**config.mk**
```make
export PLATFORM = sky130hd
export DESIGN_NAME = cbsc_scale
export DESIGN_NICKNAME = d
export VERILOG_FILES = /design/src/rtl/cbsc_pkg.sv /design/src/rtl/cbsc_scale.sv
export SDC_FILE = /design/constraint.sdc
export NUM_CORES = 1
export LEC_CHECK = 0
export ABC_CLOCK_PERIOD_IN_PS = 3870
export BUFFER_PORTS_ARGS = -buffer_cell sky130_fd_sc_hd__buf_2
export CORE_MARGIN = 3
export CORE_UTILIZATION = 51
export CTS_BUF_LIST = sky130_fd_sc_hd__clkbuf_4
export DETAILED_ROUTE_END_ITERATION = 10
export PLACE_DENSITY_LB_ADDON = 0.25
export REMOVE_ABC_BUFFERS = 1
export SETUP_SLACK_MARGIN = 0.15
export SLEW_MARGIN = 0
export SYNTH_ARGS = -nofsm -noshare
export SYNTH_HDL_FRONTEND = slang
export SYNTH_SLANG_ARGS = --single-unit
```
**constraint.sdc**
```tcl
create_clock -name i_clk -period 3.87 [get_ports i_clk]
set_input_delay 0.387 -clock i_clk [delete_from_list [all_inputs] [get_ports i_clk]]
set_output_delay 0.387 -clock i_clk [all_outputs]
set_load 0.02 [all_outputs]
```
**src/rtl/cbsc_pkg.sv**
```systemverilog
// Shared types, constants and the arctangent table for the compass bearing pipeline.
package cbsc_pkg;

    localparam int CORDIC_STAGES_DEF     = 16;
    localparam int BEARING_FRAC_BITS_DEF = 7;
    localparam int ATAN_LEN              = 24;

    localparam int IN_W  = 16;
    localparam int OUT_W = 16;
    localparam int XW    = 34;   // CORDIC datapath, covers gain and sqrt(2) growth
    localparam int ANG_W = 32;   // binary angle, one turn = 2^32

    localparam logic signed [IN_W-1:0] STUCK_A = -16'sd16192;
    localparam logic signed [IN_W-1:0] STUCK_B = 16'sd16448;
    localparam logic signed [IN_W-1:0] STUCK_C = -16'sd32640;

    localparam logic [ANG_W-1:0] ANG_HALF = 32'h8000_0000;

    typedef struct packed {
        logic signed [XW-1:0] x;
        logic signed [XW-1:0] y;
        logic [ANG_W-1:0]     ang;
        logic                 zero;
        logic                 invalid;
    } t_vec;

    function automatic logic [ANG_W-1:0] atan_entry(input int idx);
        logic [ANG_W-1:0] v;
        case (idx)
            0:       v = 32'h20000000;
            1:       v = 32'h12E4051E;
            2:       v = 32'h09FB385B;
            3:       v = 32'h051111D4;
            4:       v = 32'h028B0D43;
            5:       v = 32'h0145D7E1;
            6:       v = 32'h00A2F61E;
            7:       v = 32'h00517C55;
            8:       v = 32'h0028BE53;
            9:       v = 32'h00145F2F;
            10:      v = 32'h000A2F98;
            11:      v = 32'h000517CC;
            12:      v = 32'h00028BE6;
            13:      v = 32'h000145F3;
            14:      v = 32'h0000A2FA;
            15:      v = 32'h0000517D;
            16:      v = 32'h000028BE;
            17:      v = 32'h0000145F;
            18:      v = 32'h00000A30;
            19:      v = 32'h00000518;
            20:      v = 32'h0000028C;
            21:      v = 32'h00000146;
            22:      v = 32'h000000A3;
            23:      v = 32'h00000051;
            default: v = '0;
        endcase
        return v;
    endfunction

endpackage

```
**src/rtl/cbsc_scale.sv**
```systemverilog
// Back end: binary angle to degrees, rounding and full-turn wrap (two stages).
module cbsc_scale
    import cbsc_pkg::*;
#(
    parameter int BEARING_FRAC_BITS = BEARING_FRAC_BITS_DEF
) (
    input  logic             i_clk,
    input  logic             i_rst_n,
    input  logic             i_en,
    input  logic             i_valid,
    input  t_vec             i_vec,
    output logic             o_valid,
    output logic [OUT_W-1:0] o_bearing,
    output logic             o_invalid
);

    localparam int FULL_W = 17;
    localparam int PROD_W = ANG_W + FULL_W;
    localparam logic [FULL_W-1:0] FULL = FULL_W'(360 << BEARING_FRAC_BITS);
    localparam logic [PROD_W-1:0] HALF_LSB = PROD_W'(ANG_HALF);

    logic              r_v1, r_v2;
    logic [PROD_W-1:0] r_prod;
    logic              r_zero1, r_inv1;
    logic [OUT_W-1:0]  r_bearing, n_bearing;
    logic              r_inv2;
    logic [PROD_W-1:0] rnd;
    logic [FULL_W-1:0] b;

    always_ff @(posedge i_clk) begin
        if (i_en) begin
            r_prod  <= {{FULL_W{1'b0}}, i_vec.ang} * {{ANG_W{1'b0}}, FULL};
            r_zero1 <= i_vec.zero;
            r_inv1  <= i_vec.invalid;
        end
    end

    always_comb begin
        rnd = r_prod + HALF_LSB;
        b   = rnd[PROD_W-1:ANG_W];
        n_bearing = (r_zero1 || (b >= FULL)) ? '0 : b[OUT_W-1:0];
    end

    always_ff @(posedge i_clk) begin
        if (i_en) begin
            r_bearing <= n_bearing;
            r_inv2    <= r_inv1;
        end
    end

    always_ff @(posedge i_clk) begin
        if (!i_rst_n) begin
            r_v1 <= 1'b0;
            r_v2 <= 1'b0;
        end else if (i_en) begin
            r_v1 <= i_valid;
            r_v2 <= r_v1;
        end
    end

    assign o_valid   = r_v2;
    assign o_bearing = r_bearing;
    assign o_invalid = r_inv2;

endmodule

```
==> impl_metrics.csv <==
group,metric,value,unit
grt,grt_first_pass_wirelength,15.53,mm
timing,worst_slack,0.2737,ns
placed_design,port_buffers,55,
yosys,syn_area,0.004955,mm2
critical_path,cp_cell_sequence,"buf_2, ha_4, ha_4, a21o_1, ha_1, xor2_1, ha_1, a211oi_2, o211ai_1, a311oi_2, o211ai_2, a21bo_1, a21o_1, or4_1, nand4_1",
critical_path,start_kind,"input pin",
critical_path,worst-endpoint-arrival,3.81,ns
clock_tree,cts-htree-levels,2,
clock_tree,cts_buffers,5,
cells_and_area,layout.cells.non_filler,736,
route,antenna_left,0,
placed_design,gp_congestion,0.8503,
die,io-pin-count,124,
yosys,yosysWarnings,0,
die,core_area,0.009328,mm2
timing,slew_headroom,0.4140,
yosys,ys_types,54,
clock_tree,cts_tree,"done",
route,wire_per_inst,11.72,um
cells_and_area,layout-drive-gt1-share,0.2125,
critical_path,timing.rr.end,"o_bearing[2]",
timing,post-route-min-period,3.596,ns
power,irDropWorstVdd,0.1932,mV
route,num_vias,3648,
route,drt_wl_total,8.626,mm
yosys,synthArstFlopShare,0,
clock_tree,clock_sinks,38,
critical_path,path_max_fanout,4,
cells_and_area,final_nets,842,
die,die_y,104.6,um
power,powerDensity,500.3,mW/mm2
clock_tree,clk_latency,0.34,ns
placed_design,dpl_worst_slack,-0.1468,ns
hold_path,min_from,"i_vec[1]",
timing,hold_violations,0,
hold_path,hold_path_depth,1,
power,p_leak,3.004,nW
yosys,synth_cells,498,
placed_design,dp_cells,727,
clock_tree,cts.root.buffer_cell,"clkbuf_4",
timing,timing.final.crit_share,0.9293,
yosys,synth_seq_area_share,0.2263,
timing,fmax,278.1,MHz
critical_path,r2r_slack,1.29,ns
critical_path,slowest_stage,"or4_1",
critical_path,critPathKind,"input pin to register",
cells_and_area,area_growth,19.17,%
run,maxCapViolations,0,
timing,setup_violations,0,
power,finalPower,2.954,mW
grt,grtUsageTotal,0.1651,
grt,first_global_vias,3713,
critical_path,worstRegToRegCells,7,
critical_path,max_stage_delay,0.40,ns
cells_and_area,antenna_cells,0,
critical_path,r2r_start,"r_prod[33]",
hold_path,worstHoldPathType,"input pin to register",
grt,grt_max_degree,39,
route,drt_iter0_markers,122,
hold_path,hold-path-endpoint,"r_zero1",
timing,rsz0062_at_grt,"yes",
timing,drv_slew,0,
route,first_pass_iters,4,
yosys,ys.flop_type,"edfxtp_1",
clock_tree,clockBufferDepth,2,
cells_and_area,final_common_cell,"inv_1",
die,die_w,104.6,um
route,drc,0,
cells_and_area,final_cell_mix,"inv_1 (103), ha_1 (79), buf_2 (55)",
timing,skew,0.01072,ns
yosys,syn_area_per_cell,9.949,um2
clock_tree,cts_hold_buf,0,
clock_tree,path_clk_slew,0.10,ns
timing,worst_pin_slew,0.8732,ns
grt,antenna_found_initial,0,
critical_path,worst_setup_path_end_kind,"register",
die,initial_utilization,0.5312,
outcome,status,"finished clean",
yosys,synth_edf_count,36,
die,rows,35,
route,vias_per_cell,4.957,
die,dieArea,0.01093,mm2
placed_design,place_hpwl,7.610,mm
critical_path,required,4.08,ns
grt,grt.overflow.total,0,
yosys,ys_ff_latch,38,
layer usage:
metal | part of all wire | vias up | global-route usage
met4 | 0.011 | 0 | 0.04463
met1 | 0.47 | 1664 | 0.2230
met5 | 0 | - | 0
li1 | - | 1918 | -
met2 | 0.49 | 55 | 0.2864
met3 | 0.027 | 11 | 0.01297
cell type report:
type / instances / area (um2)
multi-input cells: 355 / 3546
inverters: 103 / 386.6
fillers: 841 / 3423
clock buffers: 6 / 45.04
flip-flops and latches: 38 / 1121
repair buffers: 103 / 635.6
well taps: 129 / 161.4
clock inverters: 2 / 8.758
report_power, final:
part | leakage [nW] | switching, mW | internal (mW) | total (mW)
Sequential | 0.380 | 0.104 | 0.655 | 0.759
Combinational | 2.59 | 1.02 | 0.981 | 2.00
Clock | 0.0331 | 0.115 | 0.0752 | 0.190
how the worst max path moves through the flow:
stage,start,depth (start not counted),end
floorplan,i_vec[21],14,r_prod[42]
global placement,i_vec[4],15,r_prod[42]
detailed placement,i_vec[26],15,r_prod[42]
CTS,i_vec[4],15,r_prod[42]
global route,i_vec[7],15,r_prod[42]
finish,i_vec[6],15,r_prod[42]
critical path: cells and delay by family:
family          cells  cell delay, ns
simple gates        2            0.49
compound gates      7            1.47
xor+xnor            1            0.18
buf+inv             1            0.14
fa+ha+maj           4            1.12
through the flow:
stage	util	cell area, um2	hold WS (ns)	setup TNS, ns
detailed placement	0.6149	5736	0.4209	-0.7287
floorplan	-	4946	0.4003	0
global placement	0.6149	5736	0.4182	-0.4343
CTS	0.6207	5789	0.1999	0
global route	0.6330	5904	0.1924	0
finish	0.6330	5904	0.2144	0
cells in the mapped netlist (all sizes together), types with 2 or more instances:
master,n,share of area
inv,103,0.078
nand4,8,0.010
mux2i,2,0.0040
o211ai,3,0.0056
fa,43,0.17
a211oi,6,0.010
a21oi,28,0.029
dfxtp,2,0.0081
xnor2,16,0.028
nor2,31,0.023
o21ai,9,0.0091
nand3,11,0.011
a21o,17,0.026
a311oi,2,0.0048
and3,6,0.0076
o21a,4,0.0061
edfxtp,36,0.22
nor2b,3,0.0038
o22ai,2,0.0025
nor3,4,0.0040
a31oi,3,0.0038
nand2,15,0.011
xor2,30,0.053
and4,3,0.0053
ha,87,0.22
registers in the layout (all words and copies together), names as in the netlist:
name and flops:
r_prod 17, o_bearing 16, o_invalid 1, o_valid 1
r_inv1 1, r_v1 1, r_zero1 1
repair_timing:
item                       in CTS  in global routing
gates resized for setup         0                 13
setup endpoints to repair       0                  7
buffers inserted                0                  1
logic make-up (layout without fill, tap and decap cells):
family	count (synthesis)	in the layout	synth area share
DFF	38	38	0.2263
AOI/OAI and AO/OA	87	87	0.1245
buffers and inverters	105	214	0.07980
adders and majority gates	130	130	0.3934
xor gates and xnor gates	46	46	0.08131
and+or+nand+nor	89	89	0.08839
muxes	3	3	0.006313
(Power assumes the default switching activity.)
