[src/rtl/cbsc_pkg.sv]
// Shared types, constants and the arctangent table for the compass bearing pipeline.
package cbsc_pkg;

    localparam int CORDIC_STAGES_DEF     = 16;
    localparam int BEARING_FRAC_BITS_DEF = 7;
    localparam int ATAN_LEN              = 24;

    localparam int IN_W  = 16;
    localparam int OUT_W = 16;
    localparam int XW    = 34;   // CORDIC datapath, covers gain and sqrt(2) growth
    localparam int ANG_W = 32;   // binary angle, one turn = 2^32

    localparam logic signed [IN_W-1:0] STUCK_A = -16'sd16192;
    localparam logic signed [IN_W-1:0] STUCK_B = 16'sd16448;
    localparam logic signed [IN_W-1:0] STUCK_C = -16'sd32640;

    localparam logic [ANG_W-1:0] ANG_HALF = 32'h8000_0000;

    typedef struct packed {
        logic signed [XW-1:0] x;
        logic signed [XW-1:0] y;
        logic [ANG_W-1:0]     ang;
        logic                 zero;
        logic                 invalid;
    } t_vec;

    function automatic logic [ANG_W-1:0] atan_entry(input int idx);
        logic [ANG_W-1:0] v;
        case (idx)
            0:       v = 32'h20000000;
            1:       v = 32'h12E4051E;
            2:       v = 32'h09FB385B;
            3:       v = 32'h051111D4;
            4:       v = 32'h028B0D43;
            5:       v = 32'h0145D7E1;
            6:       v = 32'h00A2F61E;
            7:       v = 32'h00517C55;
            8:       v = 32'h0028BE53;
            9:       v = 32'h00145F2F;
            10:      v = 32'h000A2F98;
            11:      v = 32'h000517CC;
            12:      v = 32'h00028BE6;
            13:      v = 32'h000145F3;
            14:      v = 32'h0000A2FA;
            15:      v = 32'h0000517D;
            16:      v = 32'h000028BE;
            17:      v = 32'h0000145F;
            18:      v = 32'h00000A30;
            19:      v = 32'h00000518;
            20:      v = 32'h0000028C;
            21:      v = 32'h00000146;
            22:      v = 32'h000000A3;
            23:      v = 32'h00000051;
            default: v = '0;
        endcase
        return v;
    endfunction

endpackage

[src/rtl/cbsc_prep.sv]
// Front end: half-plane fold, stuck check, magnitude normalization (three stages).
module cbsc_prep
    import cbsc_pkg::*;
(
    input  logic                   i_clk,
    input  logic                   i_rst_n,
    input  logic                   i_en,
    input  logic                   i_valid,
    input  logic signed [IN_W-1:0] i_x,
    input  logic signed [IN_W-1:0] i_y,
    input  logic signed [IN_W-1:0] i_z,
    output logic                   o_valid,
    output t_vec                   o_vec
);

    // stage 1
    logic                   r_v1;
    logic signed [IN_W:0]   r_xn, n_xn;
    logic signed [IN_W:0]   r_yn, n_yn;
    logic [IN_W-1:0]        r_m, n_m;
    logic [ANG_W-1:0]       r_ang1;
    logic                   r_zero1, r_inv1, n_inv;
    logic signed [IN_W:0]   xe, ye, ay;

    always_comb begin
        xe   = {i_x[IN_W-1], i_x};
        ye   = {i_y[IN_W-1], i_y};
        n_xn = i_x[IN_W-1] ? -xe : xe;
        n_yn = i_x[IN_W-1] ? -ye : ye;
        ay   = n_yn[IN_W] ? -n_yn : n_yn;
        n_m  = (n_xn > ay) ? n_xn[IN_W-1:0] : ay[IN_W-1:0];
        n_inv = (i_x == i_y) && (i_y == i_z) &&
                ((i_x == STUCK_A) || (i_x == STUCK_B) || (i_x == STUCK_C) || (i_x == '0));
    end

    always_ff @(posedge i_clk) begin
        if (i_en) begin
            r_xn    <= n_xn;
            r_yn    <= n_yn;
            r_m     <= n_m;
            r_ang1  <= i_x[IN_W-1] ? ANG_HALF : '0;
            r_zero1 <= (i_x == '0) && (i_y == '0);
            r_inv1  <= n_inv;
        end
    end

    // stage 2: shift amount from leading one
    logic                   r_v2;
    logic signed [IN_W:0]   r_xn2, r_yn2;
    logic [4:0]             r_s, n_s;
    logic [ANG_W-1:0]       r_ang2;
    logic                   r_zero2, r_inv2;

    always_comb begin
        int msb;
        msb = 0;
        for (int k = 0; k < IN_W; k++) begin
            if (r_m[k]) msb = k;
        end
        n_s = 5'(29 - msb);
    end

    always_ff @(posedge i_clk) begin
        if (i_en) begin
            r_xn2   <= r_xn;
            r_yn2   <= r_yn;
            r_s     <= n_s;
            r_ang2  <= r_ang1;
            r_zero2 <= r_zero1;
            r_inv2  <= r_inv1;
        end
    end

    // stage 3: normalize
    logic                 r_v3;
    t_vec                 r_vec;
    logic signed [XW-1:0] xw, yw;

    always_comb begin
        xw = {{(XW-IN_W-1){r_xn2[IN_W]}}, r_xn2};
        yw = {{(XW-IN_W-1){r_yn2[IN_W]}}, r_yn2};
    end

    always_ff @(posedge i_clk) begin
        if (i_en) begin
            r_vec.x       <= xw <<< r_s;
            r_vec.y       <= yw <<< r_s;
            r_vec.ang     <= r_ang2;
            r_vec.zero    <= r_zero2;
            r_vec.invalid <= r_inv2;
        end
    end

    always_ff @(posedge i_clk) begin
        if (!i_rst_n) begin
            r_v1 <= 1'b0;
            r_v2 <= 1'b0;
            r_v3 <= 1'b0;
        end else if (i_en) begin
            r_v1 <= i_valid;
            r_v2 <= r_v1;
            r_v3 <= r_v2;
        end
    end

    assign o_valid = r_v3;
    assign o_vec   = r_vec;

endmodule

[config.mk]
export PLATFORM = sky130hd
export DESIGN_NAME = cbsc_prep
export DESIGN_NICKNAME = d
export VERILOG_FILES = /design/src/rtl/cbsc_pkg.sv /design/src/rtl/cbsc_prep.sv
export SDC_FILE = /design/constraint.sdc
export NUM_CORES = 1
export LEC_CHECK = 0
export BUFFER_PORTS_ARGS = -buffer_cell sky130_fd_sc_hd__buf_2
export CAP_MARGIN = 10
export CORE_MARGIN = 2
export CORE_UTILIZATION = 62
export CTS_CLUSTER_DIAMETER = 50
export CTS_CLUSTER_SIZE = 24
export DETAILED_ROUTE_END_ITERATION = 8
export HOLD_SLACK_MARGIN = 0.08
export PLACE_DENSITY_LB_ADDON = 0.2
export SLEW_MARGIN = 5
export SYNTH_ARGS = -nofsm -noshare
export SYNTH_HDL_FRONTEND = slang
export SYNTH_SLANG_ARGS = --single-unit
[constraint.sdc]
create_clock -name i_clk -period 9.28 [get_ports i_clk]
set_input_delay 1.856 -clock i_clk [delete_from_list [all_inputs] [get_ports i_clk]]
set_output_delay 1.856 -clock i_clk [all_outputs]
set_load 0.05 [all_outputs]
==> qor.yml <==
post_cts_buffers: 0
cp_slowest_cell: "or4_1"
status: "finished clean"
syn_avg_cell_area_um2: 10.8
setup_viol: 0
htree_levels: 4
initial_utilization_pct: 63.6
clock-root-buffer: "clkbuf_16"
ir_worst_vdd_v: 0.000172
syn2layout_area_growth_pct: 11.8
synthCells: 899
finalNetCount: 1067
cp_top_family: "simple AND/OR/NAND/NOR gates"
final.setup.tns_ns: 0
cts_buffers: 17
hold_viol_final: 0
grt_max_degree: 106
place_inst: 1163
period_minus_slack_ns: 5.39
final_cell_mix: "edfxtp_1 (165), buf_2 (122), nor2_1 (97)"
required_ns: 9.46
drtPass1Iterations: 5
die_w_um: 129
drt_iter0_markers: 629
rsz0062_at_grt: "false"
clock_latency_ns: 0.44
end_kind: "register"
via_per_inst: 5.94
path_class: "in2reg"
yosys.area.top_type_share_pct: 51.2
path_cells: "buf_2, or4_1, or4_4, o21ai_2, nor2_2, nor2_8, inv_4, o21ai_2, xnor2_1, ha_1, nand4_1, nor3_1, nor2_1, a211o_1, o2111ai_1, o21ai_1, buf_4, nor2_1, a21oi_1"
critPathArrivalTime_ns: 5.57
drive_above_1_share_pct: 19.5
cp-start-kind: "primary input"
wl_met2_um: 10700
coreArea_um2: 15200
critPathBufInv: 3
grt_usage_pct: 26.7
grt_pass1_vias: 6685
final_common_cell: "edfxtp_1"
path_max_fanout: 30
netlist-cell-type-count: 59
clk_path_buf_depth: 2
remaining_drc_errors: 0
synth_edf_count: 165
clk_pin_slew_ns: 0.07
ant_nets: 0
antenna_found_initial: 0
r2r_end: "o_vec[65]$_DFFE_PP_"
port_buffers: 123
utilization_pct: 71.2
rr_startpoint: "r_s[2]$_DFFE_PP_"
wirelength_um: 21200
tightest_slew_ns: 1.09
skew_ns: 0.0104
hpwl_um: 15900
highest_layer: "met4"
slew_headroom_pct: 27.3
critical_path_depth: 19
hold_class: "reg2reg"
via_count: 7099
synth-seq-area-share_pct: 51.8
die_y_um: 129
overflow: 0
tritoncts: "built"
yosys.area.top_type: "edfxtp_1"
fmax_ghz: 0.186
drt-met1-wl_um: 8410
finalMaxSlewViolations: 0
cts_resized: 0
async_flop_share_pct: 0
maxCapViolCount: 0
routedWlPerCell_um: 17.7
worstSetupStartpoint: "i_y[7]"
grt_pass1_wl_um: 33700
timing.final.crit_share_pct: 58.1
row_count: 45
postCtsHoldBufs: 0
antenna_cells: 0
finalNonFillerCells: 1195
synth_top_cells_by_area: "edfxtp_1 (51%), a21oi_1 (4.6%), mux2i_1 (4.6%)"
numClockSinks: 168
ys_ff_latch: 168
crit_path_max_incr_delay_ns: 0.64
total_leakage_power_nw: 4.23
endpoint: "r_m[4]$_DFFE_PP_"
dr_wl_met3_um: 1080
syn_area_um2: 9670
reg2regPathDepth: 6
synthFlopType: "edfxtp_1"
io_pins: 155
power_density_nw_per_um2: 218
yosysWarnings: 0
r2r_setup_slack_ns: 6.50
dieArea_um2: 16600
gp_congestion: 0.940
power by group:
group | switching [mW] | internal [mW]
registers | 0.0362 | 0.955
logic | 0.498 | 0.207
clock network | 0.292 | 0.375
total | 0.826 | 1.54
stage by stage:
step / setup WS (ns) / power, mW / hold WS [ns] / area, um^2
2_1_floorplan: 3.48 / 1.54 / 0.400 / 9790
3_3_place_gp: 3.58 / 1.69 / 0.400 / 10300
3_5_place_dp: 3.49 / 1.70 / 0.405 / 10300
4_1_cts: 3.91 / 2.37 / 0.419 / 10800
5_1_grt: 3.49 / 2.46 / 0.427 / 10800
6_report: 3.89 / 2.36 / 0.419 / 10800
synthesized netlist by cell type (all sizes together), types with 4 or more instances:
library cell  count
o31ai             7
nor2             99
nand3            14
nand2            68
nor3b             4
clkbuf           42
or4               5
mux2i            44
nor4              9
xnor2            37
nor3             27
o22ai            14
nand4             8
or3              14
buf              44
mux2              7
mux4             18
o21ai            44
a31oi             5
and3              6
inv              28
ha               21
edfxtp          165
a21o              4
nor2b            18
a21oi            89
xor2             11
a211oi            8
sequential cells by signal, summed over array words and instances (netlist names):
name	cells
r_yn	17
r_xn	17
r_xn2	17
o_vec	71
r_inv2	1
r_yn2	17
r_s	5
o_valid	1
r_zero1	1
r_ang1	1
r_inv1	1
r_m	15
r_zero2	1
r_v1	1
r_v2	1
r_ang2	1
area by class of cell:
| type | instances | area, um^2 |
|---|---|---|
| flip-flops and latches | 168 | 5010 |
| fillers | 1096 | 4380 |
| multi-input cells | 647 | 4210 |
| repair buffers | 130 | 674 |
| clock buffers | 18 | 429 |
| well taps | 188 | 235 |
| clock inverters | 14 | 138 |
| inverters | 30 | 115 |
cells by family (layout without fill, tap and decap cells):
group / Yosys count / in the layout / share of synthesized area (%)
flip-flops: 168 / 168 / 51.8
other: 2 / 34 / 0.0776
adder cells (fa/ha/maj): 21 / 21 / 2.72
XOR/XNOR: 48 / 48 / 4.35
AO/OA/AOI/OAI: 194 / 194 / 11.8
buffers and inverters: 116 / 192 / 5.85
multiplexers: 69 / 69 / 9.56
AND/OR/NAND/NOR: 281 / 281 / 13.8
metal layers:
metal	GRT usage, %	vias to the layer above
met5	0	-
met4	14.5	0
met3	4.20	59
met2	46.6	286
met1	31.7	3299
li1	-	3455
worst min path at each step:
stage / slack, ns / endpoint / depth (start not counted) / startpoint
global placement: 0.40 / r_yn2[7]$_DFFE_PP_ / 0 / r_yn[7]$_DFFE_PP_
finish: 0.42 / r_yn2[7]$_DFFE_PP_ / 0 / r_yn[7]$_DFFE_PP_
floorplan: 0.40 / o_vec[0]$_DFFE_PP_ / 0 / r_inv2$_DFFE_PP_
global route: 0.43 / r_xn2[14]$_DFFE_PP_ / 0 / r_xn[14]$_DFFE_PP_
detailed placement: 0.40 / o_vec[1]$_DFFE_PP_ / 0 / r_zero2$_DFFE_PP_
CTS: 0.42 / r_xn2[7]$_DFFE_PP_ / 0 / r_xn[7]$_DFFE_PP_
(Power assumes the default switching activity.)
