<file path="src/rtl/cbsc_pkg.sv">
// Shared types, constants and the arctangent table for the compass bearing pipeline.
package cbsc_pkg;

    localparam int CORDIC_STAGES_DEF     = 16;
    localparam int BEARING_FRAC_BITS_DEF = 7;
    localparam int ATAN_LEN              = 24;

    localparam int IN_W  = 16;
    localparam int OUT_W = 16;
    localparam int XW    = 34;   // CORDIC datapath, covers gain and sqrt(2) growth
    localparam int ANG_W = 32;   // binary angle, one turn = 2^32

    localparam logic signed [IN_W-1:0] STUCK_A = -16'sd16192;
    localparam logic signed [IN_W-1:0] STUCK_B = 16'sd16448;
    localparam logic signed [IN_W-1:0] STUCK_C = -16'sd32640;

    localparam logic [ANG_W-1:0] ANG_HALF = 32'h8000_0000;

    typedef struct packed {
        logic signed [XW-1:0] x;
        logic signed [XW-1:0] y;
        logic [ANG_W-1:0]     ang;
        logic                 zero;
        logic                 invalid;
    } t_vec;

    function automatic logic [ANG_W-1:0] atan_entry(input int idx);
        logic [ANG_W-1:0] v;
        case (idx)
            0:       v = 32'h20000000;
            1:       v = 32'h12E4051E;
            2:       v = 32'h09FB385B;
            3:       v = 32'h051111D4;
            4:       v = 32'h028B0D43;
            5:       v = 32'h0145D7E1;
            6:       v = 32'h00A2F61E;
            7:       v = 32'h00517C55;
            8:       v = 32'h0028BE53;
            9:       v = 32'h00145F2F;
            10:      v = 32'h000A2F98;
            11:      v = 32'h000517CC;
            12:      v = 32'h00028BE6;
            13:      v = 32'h000145F3;
            14:      v = 32'h0000A2FA;
            15:      v = 32'h0000517D;
            16:      v = 32'h000028BE;
            17:      v = 32'h0000145F;
            18:      v = 32'h00000A30;
            19:      v = 32'h00000518;
            20:      v = 32'h0000028C;
            21:      v = 32'h00000146;
            22:      v = 32'h000000A3;
            23:      v = 32'h00000051;
            default: v = '0;
        endcase
        return v;
    endfunction

endpackage

</file>
<file path="src/rtl/cbsc_cordic_stage.sv">
// One registered CORDIC vectoring iteration.
module cbsc_cordic_stage
    import cbsc_pkg::*;
#(
    parameter int IDX = 0
) (
    input  logic i_clk,
    input  logic i_rst_n,
    input  logic i_en,
    input  logic i_valid,
    input  t_vec i_vec,
    output logic o_valid,
    output t_vec o_vec
);

    localparam logic [ANG_W-1:0] ATAN_I = atan_entry(IDX);

    logic                 r_valid;
    t_vec                 r_vec, n_vec;
    logic signed [XW-1:0] xs, ys;

    always_comb begin
        xs    = i_vec.x >>> IDX;
        ys    = i_vec.y >>> IDX;
        n_vec = i_vec;
        if (!i_vec.y[XW-1]) begin
            n_vec.x   = i_vec.x + ys;
            n_vec.y   = i_vec.y - xs;
            n_vec.ang = i_vec.ang + ATAN_I;
        end else begin
            n_vec.x   = i_vec.x - ys;
            n_vec.y   = i_vec.y + xs;
            n_vec.ang = i_vec.ang - ATAN_I;
        end
    end

    always_ff @(posedge i_clk) begin
        if (i_en) r_vec <= n_vec;
    end

    always_ff @(posedge i_clk) begin
        if (!i_rst_n) begin
            r_valid <= 1'b0;
        end else if (i_en) begin
            r_valid <= i_valid;
        end
    end

    assign o_valid = r_valid;
    assign o_vec   = r_vec;

endmodule

</file>
<file path="config.mk">
export PLATFORM = sky130hd
export DESIGN_NAME = cbsc_cordic_stage
export DESIGN_NICKNAME = d
export VERILOG_FILES = /design/src/rtl/cbsc_pkg.sv /design/src/rtl/cbsc_cordic_stage.sv
export SDC_FILE = /design/constraint.sdc
export NUM_CORES = 1
export LEC_CHECK = 0
export BUFFER_PORTS_ARGS = -buffer_cell sky130_fd_sc_hd__buf_2
export CAP_MARGIN = 10
export CORE_UTILIZATION = 38
export CTS_CLUSTER_SIZE = 24
export DETAILED_ROUTE_END_ITERATION = 8
export HOLD_SLACK_MARGIN = 0.12
export PLACE_DENSITY = 0.57
export SYNTH_ARGS = -nofsm -noshare
export SYNTH_HDL_FRONTEND = slang
export SYNTH_SLANG_ARGS = --single-unit
</file>
<file path="constraint.sdc">
create_clock -name i_clk -period 3.5 [get_ports i_clk]
set_input_delay 0.175 -clock i_clk [delete_from_list [all_inputs] [get_ports i_clk]]
set_output_delay 0.175 -clock i_clk [all_outputs]
set_load 0.03 [all_outputs]
</file>
==> results.json, run 1 <==
{
  "rsz0062_at_grt": "no",
  "synthFlopType": "edfxtp_1",
  "post-route-util_pct": 48.1,
  "final_common_cell": "buf_2",
  "place_congestion": 0.932,
  "track_usage_pct": 22.8,
  "syn2layout_area_growth_pct": 22.9,
  "postRouteAntennaNets": 0,
  "hp-class": "primary input to register",
  "wl_met3_microns": 1690,
  "syn_area_sq_mm": 0.00894,
  "worst_pin_slew_ps": 952,
  "synth_edf_count": 101,
  "slew_headroom_pct": 36.5,
  "min_period_ps": 3270,
  "worst-path-buf-inv": 2,
  "crit_family": "compound AO/OA/AOI/OAI gates",
  "max_cap_viol_count": 0,
  "clock_sinks": 102,
  "p_leak_nw": 4.87,
  "max_stage_delay_ps": 700,
  "drcViolationCount": 0,
  "htreeDepth": 3,
  "tritoncts": "done",
  "drt-pass1-iter-count": 5,
  "criticalPathCategory": "primary input to register",
  "most-common-layout-cells": "buf_2 (207), inv_1 (106), edfxtp_1 (101)",
  "powerDensity_mw_per_mm2": 410,
  "skew_ps": 0,
  "dpl.cell_count": 1470,
  "end_kind": "register",
  "post-route-period-util_pct": 93.5,
  "pwr-share-seq_pct": 36.0,
  "crit_path_max_fanout": 13,
  "yosysSeqAreaShare_pct": 34.2,
  "synth_cell_type_count": 79,
  "drt-initial-drc-count": 601,
  "syn_inst": 971,
  "outcome": "finished, final reports clean",
  "p_int_mw": 2.71,
  "hold_ws_ps": 146,
  "grt_pass1_vias": 7801,
  "power.share.clock_pct": 23.5,
  "swShare_pct": 39.9,
  "port_buffers": 208,
  "cts_buffers": 9,
  "synth_area_leaders": "edfxtp_1 (34%), ha_1 (14%), xnor2_1 (6.3%)",
  "ios": 209,
  "finalSetupViolCount": 0,
  "irDropWorstVdd_mv": 0.283,
  "clock.fmax_ghz": 0.305,
  "slew_violations": 0,
  "synth.net_count": 1181,
  "worstSetupStartpointType": "primary input",
  "grt_pass1_wl_microns": 42800,
  "die_y_microns": 155,
  "crit_arrival_ps": 3360,
  "switching_power_mw": 1.80,
  "cp_data_required_time_ps": 3580,
  "placementRows": 55,
  "ys_seq_elements": 102,
  "clockBufferDepth": 2,
  "wire_per_inst_microns": 18.2,
  "grt_max_degree": 70,
  "crit_path_cell_trace": "buf_2 > inv_1 > ha_1 > nor3_1 > nand2_1 > o211ai_1 > a31oi_2 > o31ai_1 > a31o_2 > a41oi_2 > o22a_1 > xor2_1",
  "wl_met2_microns": 12800,
  "n_antenna_cell": 0,
  "via_count": 8067,
  "hold_viol_final": 0,
  "crit_slowest_cell": "o31ai_1",
  "drt-met1-wl_microns": 12500,
  "design.final.nets": 1412,
  "synth_top_area_share_pct": 33.9,
  "dieArea_sq_mm": 0.0241,
  "path_clk_slew_ps": 80,
  "cts-root-buf": "clkbuf_16",
  "topRoutingLayerUsed": "met4",
  "async_flop_share_pct": 0,
  "synth_top_area_cell": "edfxtp_1",
  "clkLatencyLatePin_ps": 360,
  "initial_core_util_pct": 39.1,
  "instances_no_fill": 1520,
  "place_hpwl_microns": 21200,
  "tns_ps": 0,
  "p_comb_share_pct": 40.5,
  "wl_microns": 27600,
  "grt_antenna_before_repair": 0,
  "grt_overflow": 0,
  "ys_warn_count": 0,
  "core_area_sq_mm": 0.0228,
  "drive_gt1_share_pct": 23.1,
  "viasPerCell": 5.31,
  "synth_area_per_cell_sq_um": 9.21,
  "die_w_microns": 155
}
-- area by class of cell --
class	count	area [sq um]
Clock buffer	9	225
Clock inverter	7	86.3
Fill cell	2274	11900
Inverter	110	413
Multi-Input combinational cell	716	5270
Sequential cell	102	3050
Tap cell	313	392
Timing Repair Buffer	263	1540
-- registers in the layout, indices dropped and copies added (netlist names) --
name	cells
o_vec	101
o_valid	1
-- cell families after synthesis --
group / Yosys count / share of synthesized area [%]
AOI/OAI and AO/OA: 305 / 23.3
and+or+nand+nor: 221 / 12.1
buffers and inverters: 153 / 6.84
adders and majority gates: 104 / 14.9
DFF: 102 / 34.2
xor gates and xnor gates: 67 / 6.57
muxes: 19 / 2.13
-- cell usage after synthesis (all sizes together), types with 14 or more instances --
master and instances:
edfxtp 101, nand3 17, a21oi 103, o21bai 19, ha 100, buf 26, nor2 74, nor3 15
mux2i 19, clkbuf 17, o21ai 60, xnor2 64, nand2 53, a21o 19, a211oi 14, inv 109
-- metal layers --
metal | up-vias | global-route usage [%]
met4 | 0 | 6.58
met5 | - | 0
met2 | 353 | 38.0
met3 | 40 | 3.40
met1 | 3724 | 30.5
li1 | 3950 | -
-- power by group through the flow --
stage / combinational (mW) / sequential, mW / clock [mW]
after detailed placement: 1.77 / 1.65 / 0
final: 1.83 / 1.62 / 1.06
after global routing: 1.97 / 1.64 / 1.13
after floorplan: 0.862 / 2.00 / 0
after CTS: 1.81 / 1.62 / 1.09
after global placement: 1.78 / 1.65 / 0
-- through the flow --
step	setup slack, ps	area, sq um	power [mW]
after CTS	310	11000	4.53
after detailed placement	-41.3	10300	3.42
after global routing	171	11000	4.73
after floorplan	873	8940	2.86
after global placement	-32.2	10300	3.43
final	226	11000	4.50
-- worst paths after layout --
| path | start | end | slack (ps) | cells after the start |
|---|---|---|---|---|
| min | i_vec[101] | o_vec[67] | 150 | 2 |
| max | i_vec[45] | o_vec[64] | 230 | 12 |
| min reg2reg | o_valid | o_valid | 1100 | 3 |
| max reg2reg | o_valid | o_valid | 2340 | 3 |
-- timing repair --
item                      4_1_cts  5_1_grt
buffers inserted                0        0
hold buffers                   34        0
gates resized for setup         0        0
hold endpoints to repair       33        0
Note: power is estimated with default switching activity, not from simulation.
==> run 2: changes to the inputs <==
--- a/config.mk
+++ b/config.mk
@@ -12,6 +12,7 @@
 export DETAILED_ROUTE_END_ITERATION = 8
 export HOLD_SLACK_MARGIN = 0.12
 export PLACE_DENSITY = 0.57
+export SLEW_MARGIN = 10
 export SYNTH_ARGS = -nofsm -noshare
 export SYNTH_HDL_FRONTEND = slang
 export SYNTH_SLANG_ARGS = --single-unit
==> constraint.sdc (replaced) <==
create_clock -name i_clk -period 4.2 [get_ports i_clk]
set_input_delay 0.21 -clock i_clk [delete_from_list [all_inputs] [get_ports i_clk]]
set_output_delay 0.21 -clock i_clk [all_outputs]
set_load 0.03 [all_outputs]
==> results.json, run 2 (same netlist as run 1, synthesis figures left out) <==
{
  "power.share.clock_pct": 23.5,
  "track_usage_pct": 22.6,
  "criticalPathCategory": "primary input to register",
  "rsz0062_at_grt": "no",
  "n_fill_cell": 2307,
  "core_area_sq_mm": 0.0228,
  "end_kind": "register",
  "irDropWorstVdd_mv": 0.175,
  "outcome": "finished, final reports clean",
  "worst_pin_slew_ps": 941,
  "clock_sinks": 102,
  "cts-root-buf": "clkbuf_16",
  "clockBufferDepth": 2,
  "n_antenna_cell": 0,
  "clock.fmax_ghz": 0.319,
  "grt_overflow": 0,
  "drt-initial-drc-count": 564,
  "cts_setup_buffers": 0,
  "cts_buffers": 9,
  "p_leak_nw": 4.79,
  "drt-pass1-iter-count": 7,
  "path_clk_slew_ps": 70,
  "place_hpwl_microns": 21200,
  "tns_ps": 0,
  "hp-class": "primary input to register",
  "switching_power_mw": 1.48,
  "postRouteAntennaNets": 0,
  "crit_path_start": "i_vec[45]",
  "initial_core_util_pct": 39.1,
  "cp_data_required_time_ps": 4280,
  "pwr-share-seq_pct": 36.3,
  "slew_headroom_pct": 37.3,
  "r2r_start": "o_valid",
  "finalSetupViolCount": 0,
  "clkLatencyLatePin_ps": 350,
  "multi_input_area_sq_mm": 0.00527,
  "ios": 209,
  "port_buffers": 208,
  "die_w_microns": 155,
  "postCtsResizedCells": 0,
  "largest_reg_flops": 101,
  "grt_max_degree": 67,
  "final_common_cell": "buf_2",
  "crit_arrival_ps": 3220,
  "placementRows": 55,
  "slew_violations": 0,
  "wire_per_inst_microns": 18.5,
  "drive_gt1_share_pct": 22.1,
  "grt_pass1_vias": 7873,
  "post_dp_cell_area_sq_mm": 0.0102,
  "max_cap_viol_count": 0,
  "min_period_ps": 3130,
  "hold_viol_final": 0,
  "design.final.nets": 1395,
  "powerDensity_mw_per_mm2": 343,
  "grt_pass1_wl_microns": 42300,
  "via_count": 8132,
  "drcViolationCount": 0,
  "place_congestion": 0.928,
  "tritoncts": "done",
  "p_int_mw": 2.23,
  "swShare_pct": 39.9,
  "htreeDepth": 3,
  "regArea_sq_mm": 0.00305,
  "crit_path_max_fanout": 13,
  "p_comb_share_pct": 40.2,
  "most-common-layout-cells": "buf_2 (207), inv_1 (106), edfxtp_1 (101)",
  "finalInstanceArea_sq_mm": 0.0108,
  "syn2layout_area_growth_pct": 21.3,
  "post-route-period-util_pct": 74.6,
  "grt_antenna_before_repair": 0,
  "hp-start": "i_vec[31]",
  "worstSetupStartpointType": "primary input",
  "dieArea_sq_mm": 0.0241,
  "wl_microns": 27800,
  "die_y_microns": 155,
  "skew_ps": 0,
  "viasPerCell": 5.41
}
run 2: cell type report:
class / instances / share of cell area, %
tap: 313 / 3.61
inverter: 110 / 3.81
sequential: 102 / 28.2
multi-input combinational: 716 / 48.6
timing repair buffer: 246 / 13.0
clock buffer: 9 / 2.08
clock inverter: 7 / 0.681
run 2: stage by stage:
stage	hold slack, ps	util, %	setup WS (ps)	std cells	power (mW)
after CTS	142	47.5	1110	1503	3.74
after detailed placement	389	44.7	769	1454	2.83
after global routing	169	47.5	872	1503	3.91
final	162	47.5	1070	1503	3.71
after floorplan	309	-	1540	971	2.38
after global placement	387	44.7	718	1454	2.83
run 2: layer usage:
layer | wire length (microns) | part of all wire [%] | up-vias | track usage (%)
met5 | 0 | 0 | - | 0
met2 | 13100 | 47 | 327 | 38.9
met1 | 12600 | 45 | 3854 | 29.4
met3 | 1560 | 5.6 | 40 | 3.37
li1 | - | - | 3911 | -
met4 | 554 | 2.0 | 0 | 6.26
run 2: worst max-delay path, stage by stage:
cell and delay (ps):
buf_2 110, inv_1 50, ha_1 480, nor3_1 470, nand2_1 90, o211ai_1 180
a31oi_2 140, o31ai_1 640, a31o_2 310, a41oi_2 160, o22a_1 240, xor2_1 150
run 2: what timing repair did:
action / in CTS / in global routing
endpoints found under the hold margin: 32 / 0
setup endpoints to repair: 0 / 0
hold buffers: 33 / 0
run 2: worst paths after layout:
check / end / depth (start not counted) / slack [ps]
worst max register to register: o_valid / 3 / 3060
worst min-delay path: o_vec[31] / 2 / 160
worst min register to register: o_valid / 3 / 1060
worst max-delay path: o_vec[64] / 12 / 1070
run 2: power groups by stage:
stage / logic [mW] / clock network [mW] / registers [mW]
floorplan: 0.718 / 0 / 1.66
global placement: 1.46 / 0 / 1.37
detailed placement: 1.46 / 0 / 1.37
CTS: 1.49 / 0.902 / 1.35
global route: 1.61 / 0.934 / 1.36
finish: 1.49 / 0.872 / 1.35
==> run 3: changes to the inputs <==
==> constraint.sdc (replaced) <==
create_clock -name i_clk -period 2.96 [get_ports i_clk]
set_input_delay 0.148 -clock i_clk [delete_from_list [all_inputs] [get_ports i_clk]]
set_output_delay 0.148 -clock i_clk [all_outputs]
set_load 0.03 [all_outputs]
==> results.json, run 3 (same netlist as run 1, synthesis figures left out) <==
{
  "min_period_ps": 2730,
  "initial_core_util_pct": 39.1,
  "crit_arrival_ps": 2830,
  "grt_pass1_wl_microns": 43700,
  "crit_path_max_fanout": 4,
  "grt_max_degree": 65,
  "hp-class": "primary input to register",
  "worstSetupEndpoint": "o_vec[100]",
  "die_w_microns": 155,
  "n_antenna_cell": 0,
  "drt-pass1-iter-count": 5,
  "drcViolationCount": 0,
  "wire_per_inst_microns": 17.9,
  "path_clk_slew_ps": 80,
  "ff2ff_setup_slack_ps": 1800,
  "end_kind": "register",
  "cts_buffers": 9,
  "most-common-layout-cells": "buf_2 (207), inv_1 (106), buf_4 (103)",
  "finalSetupViolCount": 0,
  "cts_setup_buffers": 0,
  "n_fill_cell": 2155,
  "grt_antenna_before_repair": 0,
  "grt_overflow": 0,
  "skew_ps": 0,
  "crit_path_start": "i_vec[34]",
  "irDropWorstVdd_mv": 0.269,
  "tns_ps": 0,
  "ios": 209,
  "viasPerCell": 5.27,
  "clkLatencyLatePin_ps": 350,
  "max_cap_viol_count": 0,
  "p_leak_nw": 5.29,
  "post-route-util_pct": 51.0,
  "crit_slowest_cell": "fa_1",
  "powerDensity_mw_per_mm2": 469,
  "core_area_sq_mm": 0.0228,
  "clock_sinks": 102,
  "outcome": "finished, final reports clean",
  "worst_pin_slew_ps": 780,
  "design.final.nets": 1497,
  "drt-initial-drc-count": 633,
  "reg2reg_to": "o_valid",
  "slew_violations": 0,
  "via_count": 8454,
  "worst-path-buf-inv": 2,
  "max_stage_delay_ps": 410,
  "largest_reg_flops": 101,
  "wl_microns": 28700,
  "die_y_microns": 155,
  "clockBufferDepth": 2,
  "crit_path_cell_trace": "buf_2 > ha_1 > fa_1 > nor2b_1 > o21ai_1 > a21oi_2 > a311oi_2 > buf_4 > o31a_1 > o31ai_4 > a21oi_1 > o22ai_1 > xnor2_1",
  "crit_cells": 13,
  "placementRows": 55,
  "place_hpwl_microns": 22500,
  "hold_viol_final": 0,
  "total_power_mw": 5.47,
  "syn2layout_area_growth_pct": 30.4,
  "port_buffers": 208,
  "htreeDepth": 3,
  "final_common_cell": "buf_2",
  "dieArea_sq_mm": 0.0241,
  "post-route-period-util_pct": 92.3,
  "rsz0062_at_grt": "no",
  "worstSetupStartpointType": "primary input",
  "r2r_start": "o_valid",
  "tritoncts": "done",
  "postRouteAntennaNets": 0,
  "cp_data_required_time_ps": 3060,
  "cts-root-buf": "clkbuf_16",
  "r2r_cells": 3,
  "clock.fmax_ghz": 0.366,
  "grt_pass1_vias": 8083,
  "place_congestion": 0.913,
  "criticalPathCategory": "primary input to register",
  "drive_gt1_share_pct": 28.2,
  "crit_family": "compound AO/OA/AOI/OAI gates",
  "slew_headroom_pct": 48.0,
  "track_usage_pct": 23.2
}
## run 3: worst register-to-register path, cell delays in order, from the launching register on
cell and delay (ps):
dfxtp_1 320, mux2i_1 120, nor2b_1 60, dlygate4sd3_1 550
## run 3: through the flow
| stage | hold WS [ps] | std cells | setup slack (ps) | instance area (sq um) |
|---|---|---|---|---|
| detailed placement | 327 | 1554 | -191 | 11000 |
| CTS | 194 | 1605 | 161 | 11700 |
| global route | 212 | 1605 | 96.3 | 11700 |
| global placement | 325 | 1554 | -221 | 11000 |
| floorplan | 247 | 971 | 360 | 8940 |
| finish | 200 | 1605 | 228 | 11700 |
## run 3: routing by layer
layer | routed length [microns] | track usage, % | vias up | share of wire, %
li1 | - | - | 4107 | -
met1 | 13100 | 30.8 | 3989 | 46
met2 | 13600 | 39.8 | 330 | 47
met3 | 1660 | 3.34 | 28 | 5.8
met4 | 376 | 5.18 | 0 | 1.3
met5 | 0 | 0 | - | 0
## run 3: timing repair
action,CTS,global route
endpoints found under the setup margin,0,1
hold buffers,35,0
resized for setup,0,1
endpoints found under the hold margin,35,0
## run 3: how the worst min path moves through the flow
stage,to,slack (ps),startpoint,depth (start not counted)
6_report,o_vec[33],200,i_vec[33],3
5_1_grt,o_vec[33],210,i_vec[33],3
4_1_cts,o_vec[33],190,i_vec[33],3
3_5_place_dp,o_vec[24],330,i_vec[24],1
3_3_place_gp,o_vec[21],320,i_vec[21],1
2_1_floorplan,o_vec[0],250,i_vec[0],0
## run 3: report_power, final
part / internal, mW / switching, mW / leakage, nW / total [mW]
Sequential: 1.86 / 0.0602 / 0.997 / 1.92
Clock: 0.599 / 0.629 / 0.144 / 1.23
Combinational: 0.872 / 1.46 / 4.15 / 2.33
Total: 3.33 / 2.14 / 5.29 / 5.47
## run 3: final cells by class
class                   instances  area [sq um]  share of cell area [%]
multi-input cells             716          5280                    45.3
clock inverters                 7          77.6                   0.665
repair buffers                348          2220                    19.0
clock buffers                   9           225                    1.93
inverters                     110           413                    3.54
flip-flops and latches        102          3050                    26.2
well taps                     313           392                    3.36
